`config.mk`:
```
export PLATFORM = sky130hd
export DESIGN_NAME = lbp_window
export DESIGN_NICKNAME = d
export VERILOG_FILES = /design/src/hw/rtl/lbp_pkg.sv /design/src/hw/rtl/lbp_window.sv
export SDC_FILE = /design/constraint.sdc
export NUM_CORES = 1
export LEC_CHECK = 0
export BUFFER_PORTS_ARGS = -buffer_cell sky130_fd_sc_hd__buf_2
export CORE_UTILIZATION = 30
export DETAILED_ROUTE_END_ITERATION = 8
export SLEW_MARGIN = 20
export SYNTH_ARGS = -nofsm -noshare
export SYNTH_HDL_FRONTEND = slang
export SYNTH_SLANG_ARGS = --single-unit
export TNS_END_PERCENT = 20
```
`constraint.sdc`:
```
create_clock -name i_clk -period 4.55 [get_ports i_clk]
set_input_delay 0.91 -clock i_clk [delete_from_list [all_inputs] [get_ports i_clk]]
set_output_delay 0.91 -clock i_clk [all_outputs]
set_load 0.02 [all_outputs]
```
`src/hw/rtl/lbp_pkg.sv`:
```
// lbp_pkg: shared constants, types and the code function for the 3x3 lbp stream
// no dependencies
package lbp_pkg;

    localparam int unsigned MAX_WIDTH  = 1024;
    localparam int unsigned ADDR_W     = $clog2(MAX_WIDTH);
    localparam int unsigned PIX_W      = 8;
    localparam int unsigned WIDTH_W    = 11;
    localparam int unsigned HEIGHT_W   = 12;
    localparam int unsigned CFG_DATA_W = 12;
    localparam int unsigned CFG_IDX_W  = 1;
    localparam int unsigned WIN_N      = 9;

    localparam logic [CFG_IDX_W-1:0] CFG_FRAME_WIDTH  = 1'd0;
    localparam logic [CFG_IDX_W-1:0] CFG_FRAME_HEIGHT = 1'd1;

    localparam logic [WIDTH_W-1:0]  WIDTH_RESET  = 11'd640;
    localparam logic [HEIGHT_W-1:0] HEIGHT_RESET = 12'd480;
    localparam logic [WIDTH_W-1:0]  WIDTH_MIN    = 11'd3;
    localparam logic [WIDTH_W-1:0]  WIDTH_MAX    = WIDTH_W'(MAX_WIDTH);
    localparam logic [HEIGHT_W-1:0] HEIGHT_MIN   = 12'd3;

    // neighbour positions in the row-major window, clockwise from top-left
    localparam logic [3:0] NB_POS [8] = '{4'd0, 4'd1, 4'd2, 4'd5, 4'd8, 4'd7, 4'd6, 4'd3};
    localparam logic [3:0] CENTER_POS = 4'd4;

    typedef logic [WIN_N-1:0][PIX_W-1:0] t_win;

    typedef struct packed {
        logic emit;
        logic last;
    } t_ctl;

    function automatic logic [PIX_W-1:0] lbp_code(input t_win win);
        logic [PIX_W-1:0] code;
        code = '0;
        for (int k = 0; k < 8; k++) begin
            code[k] = (win[NB_POS[k]] >= win[CENTER_POS]);
        end
        return code;
    endfunction

endpackage

```
`src/hw/rtl/lbp_window.sv`:
```
// lbp_window: 3x3 pixel window, eight compares and the result register
// depends on lbp_pkg
module lbp_window (
    input  logic                       i_clk,
    input  logic                       i_rst_n,
    input  logic                       i_load,
    input  lbp_pkg::t_ctl              i_ctl,
    input  logic [lbp_pkg::PIX_W-1:0]  i_px,
    input  logic [lbp_pkg::PIX_W-1:0]  i_top,
    input  logic [lbp_pkg::PIX_W-1:0]  i_mid,
    input  logic                       i_stall,
    output logic                       o_free,
    output logic                       o_valid,
    output logic [lbp_pkg::PIX_W-1:0]  o_code,
    output logic                       o_last
);
    import lbp_pkg::*;

    t_win             r_win;
    t_win             n_win;
    logic             r_valid;
    logic [PIX_W-1:0] r_code;
    logic             r_last;
    logic             w_free;

    always_comb begin
        n_win    = r_win;
        n_win[0] = r_win[1];
        n_win[1] = r_win[2];
        n_win[2] = i_top;
        n_win[3] = r_win[4];
        n_win[4] = r_win[5];
        n_win[5] = i_mid;
        n_win[6] = r_win[7];
        n_win[7] = r_win[8];
        n_win[8] = i_px;
    end

    assign w_free = !r_valid || !i_stall;

    always_ff @(posedge i_clk) begin
        if (i_load) begin
            r_win <= n_win;
        end
    end

    always_ff @(posedge i_clk) begin
        if (!i_rst_n) begin
            r_valid <= 1'b0;
        end else if (w_free) begin
            r_valid <= i_load && i_ctl.emit;
        end
    end

    always_ff @(posedge i_clk) begin
        if (w_free && i_load) begin
            r_code <= lbp_code(n_win);
            r_last <= i_ctl.last;
        end
    end

    assign o_free  = w_free;
    assign o_valid = r_valid;
    assign o_code  = r_code;
    assign o_last  = r_last;

endmodule
```
After elaboration in Yosys (flattened, before gate mapping) --
Index checks and enable logic that the tools add are counted.
Cells by class: $lt $le $gt $ge 8, reductions and logical operators 5
Operator list (number):
- $ge A8 B8 Y1 | 8
- $logic_and A1 B1 Y1 | 2
- $logic_not A1 Y1 | 2
- $logic_or A1 B1 Y1 | 1
Word-level totals: logic and storage cells 22, flip-flop bits (word level) 58, output and inout bits 11, input port bits 30

Longest topological paths before layout --
depth after elaboration 3, mapped depth 5, gate-level depth less buffers 5

Worst setup path after synthesis --
No wires, ideal clock.
kind input-to-output, start input i_stall, end output o_free, buffers on the path 0, setup slack 2557 ps, stages 1, data required time 3640 ps, data arrival time 1083 ps, cell sequence nand2_1
On the way: cells in the longest elaborated chain, start to end 2
RTL lines:
- from (decl) | RTL line lbp_window.sv:11 | input logic i_stall,
- $logic_not A1 Y1 | RTL line lbp_window.sv:39 | assign w_free = !r_valid || !i_stall;
- $logic_or A1 B1 Y1 | RTL line lbp_window.sv:39
- to (decl) | RTL line lbp_window.sv:12 | output logic o_free,
Every way passes these cells.

Worst setup path in the final report --
Same ends and word-level chain as after synthesis.

==> impl_results.md <==
- Initial antenna violation count: 0
- Layout Utilization: 36.53%
- Failing checks: DRC
- Mapped Nets: about 300
- Final instance area: ~3700 um2
- Final Hold Vio Count: 0
- Mean post-synth cell area: roughly 15 um2
- Share of cells above drive strength 1: approximately a quarter
- Setup Fix Bufs, Post-CTS: 0
- DP HPWL: 4227 um
- Die W: 104.5 um
- GR Overflow Total: 0
- Vias per inst: between 4 and 5
- Total wire length: approximately 5800 um
- Largest net degree at the start of global routing: between 50 and 60
- Antenna Violating Nets Remaining: 0
- Top FF cell, synth: edfxtp_1
- Fmax: around 0.46 GHz
- Placer Congestion: 0.7220
- Vias in the first global route: between 1500 and 2000
- Drt wl/cell: between 10 and 15 um
- Peak supply drop: approximately 0.13 mV
- Cell taking the most area after synthesis: edfxtp_1
- Clk root buf: clkbuf_8
- Slew Viols, Final: 0
- Hold buffers post-CTS: 0
- Worst skew pair latency: 0.34 ns
- Fin nets: 359
- Layout area overhead: 18.63%
- Clock Skew: ~0.0045 ns
- Psw: ~350 uW
- Synth cell count leaders: ha_1, edfxtp_1, a21o_1, inv_1
- Max Fanout on Critical Path: 3
- CTS Buf Count: 9
- Ys async rst share: 0%
- Clk sinks: between 50 and 60
- Hold path cells: 0
- Die area: 10920 um2
- Hold Path Class: reg2reg
- RSZ-0062 raised after global routing: false
- Comb pwr share: between 15 and 20%
- Worst Path Required: between 3 and 4 ns
- CTS max path bufs: 2
- Sequential share of the synthesized area: 54.96%
- CP Capture Type: output pin
- Die H: 104.5 um
- Worst slew margin: between 50% and 60%
- TNS Setup: 0 ns
- Yosys warning count: 0
- PortBufs: 40
- Final min period: 2.183 ns
- Initial drt markers: 48
- Endpoints failing setup: 0
- Core box area: 10230 um2
- EDFF count, synth: 57
- Reg power frac: 47.3%
- Internal power: around 1000 uW
- PnR worst setup slack: 2.367 ns
- CTS-repair resized insts: 0
- Type of origin of the critical path: primary input
- Kind of critical path: in2out
- Worst slew pin tran: 0.6364 ns
- Power density over cell area: between 300 and 400 nW/um2
- H-tree depth: 3
- Max Cap Violations: 0
- Top-area cell type share of the netlist area: about 54%
- Cell Rows: 37
- Post-synthesis register bit count: 58
- Initial core utilization: a little under a third
- Top post-synthesis cells by area: edfxtp_1, ha_1, a21o_1
- Placed cell area: approximately 3500 um2
- Distinct cells, synth: 14
- N_diodes: 0
- Most numerous cell in the Yosys netlist: ha_1
- Clock Power Share: between 30% and 40%
- R2R depth: 5
- Global Route Usage Sum: a little under an eighth
- DRT Pass-1 Iters: 6
- Via count: roughly 1900
- Ports: a little over 40
- DRC viols: 1
- Sw Share: 25.07%
- Worst path arrival time: approximately 1.3 ns
- Clock Pin Slew Worst Setup and Hold Paths: approximately 0.06 ns
- P_leak: 0.001729 uW
- Dpl ws: approximately 2.1 ns
- First-pass GRT wire length: roughly 9300 um
- Final period util: roughly 48%
- Mapped Area: approximately 3200 um2
- Outcome: finished with violations
- TritonCTS clock tree: done
- Synthesized instance count: ~210
-- power groups by stage --
stage | Clock, uW | Combinational [uW] | Sequential (uW)
after global placement | 0 | 217 | 667
after detailed placement | 0 | 226 | 669
after global routing | 546 | 257 | 661
final | 511 | 222 | 657
after CTS | 522 | 227 | 658
after floorplan | 0 | 137 | 676
-- flip-flops by register name (all words and copies together), names as in the netlist --
signal / cells
o_last: 1
o_code: 8
n_win: 48
o_valid: 1
-- metrics by stage --
stage | hold slack [ns] | total power [uW] | cells
floorplan | 0.4264 | 812.2 | 213
CTS | 0.4483 | 1407 | 406
finish | 0.4484 | 1389 | 406
detailed placement | 0.4323 | 895.0 | 390
global placement | 0.4272 | 884.1 | 390
global route | 0.4616 | 1464 | 406
-- cells by family (layout without fill, tap and decap cells) --
logic type / count (synthesis) / count (layout) / share of synthesized area [%]
buffers and inverters: 15 / 72 / 1.787
AO/OA/AOI/OAI: 49 / 49 / 12.63
adder cells (fa/ha/maj): 64 / 64 / 25.42
flip-flops: 58 / 58 / 54.96
AND/OR/NAND/NOR: 27 / 27 / 5.203
-- final timing paths --
| kind | slack [ns] | startpoint | endpoint |
|---|---|---|---|
| setup / recovery | 2.37 | i_stall | o_free |
| setup reg to reg | 2.69 | n_win[38]$_DFFE_PP_ | o_code[2]$_DFFE_PP_ |
| hold / removal | 0.45 | n_win[8]$_DFFE_PP_ | n_win[0]$_DFFE_PP_ |
| hold reg to reg | 0.45 | n_win[8]$_DFFE_PP_ | n_win[0]$_DFFE_PP_ |
-- routing by layer --
metal / vias up / part of all wire (%) / GRT usage [%]
li1: 947 / - / -
met1: 897 / 44 / 13.42
met2: 32 / 50 / 19.77
met3: 14 / 3.3 / 2.757
met4: 0 / 3.0 / 7.959
met5: - / 0 / 0
-- layout by cell type, fill, tap and decap left out, types with 2 or more instances in the layout --
| cell type | instances |
|---|---|
| nand3_1 | 8 |
| inv_1 | 15 |
| and3_2 | 8 |
| nand2b_1 | 8 |
| bufinv_16 | 2 |
| clkinv_2 | 2 |
| ha_1 | 64 |
| buf_2 | 40 |
| edfxtp_1 | 57 |
| a31oi_1 | 8 |
| nand2_1 | 2 |
| o21ai_1 | 8 |
| a221oi_2 | 8 |
| clkbuf_8 | 9 |
| a21o_1 | 24 |
-- critical path, cell delays in order --
cell	delay [ns]
buf_2	0.09
nand2_1	0.09
buf_2	0.18
-- cell type report --
cell class                 instances  area (um2)
fill                             970        6494
clock inverter                     6       81.33
tap                              136       170.2
clock buffer                      10       127.6
inverter                          15       56.30
sequential                        58        1732
multi-input combinational        140        1363
timing repair buffer              41       207.7
No activity file was read; power rests on OpenSTA's default activity.
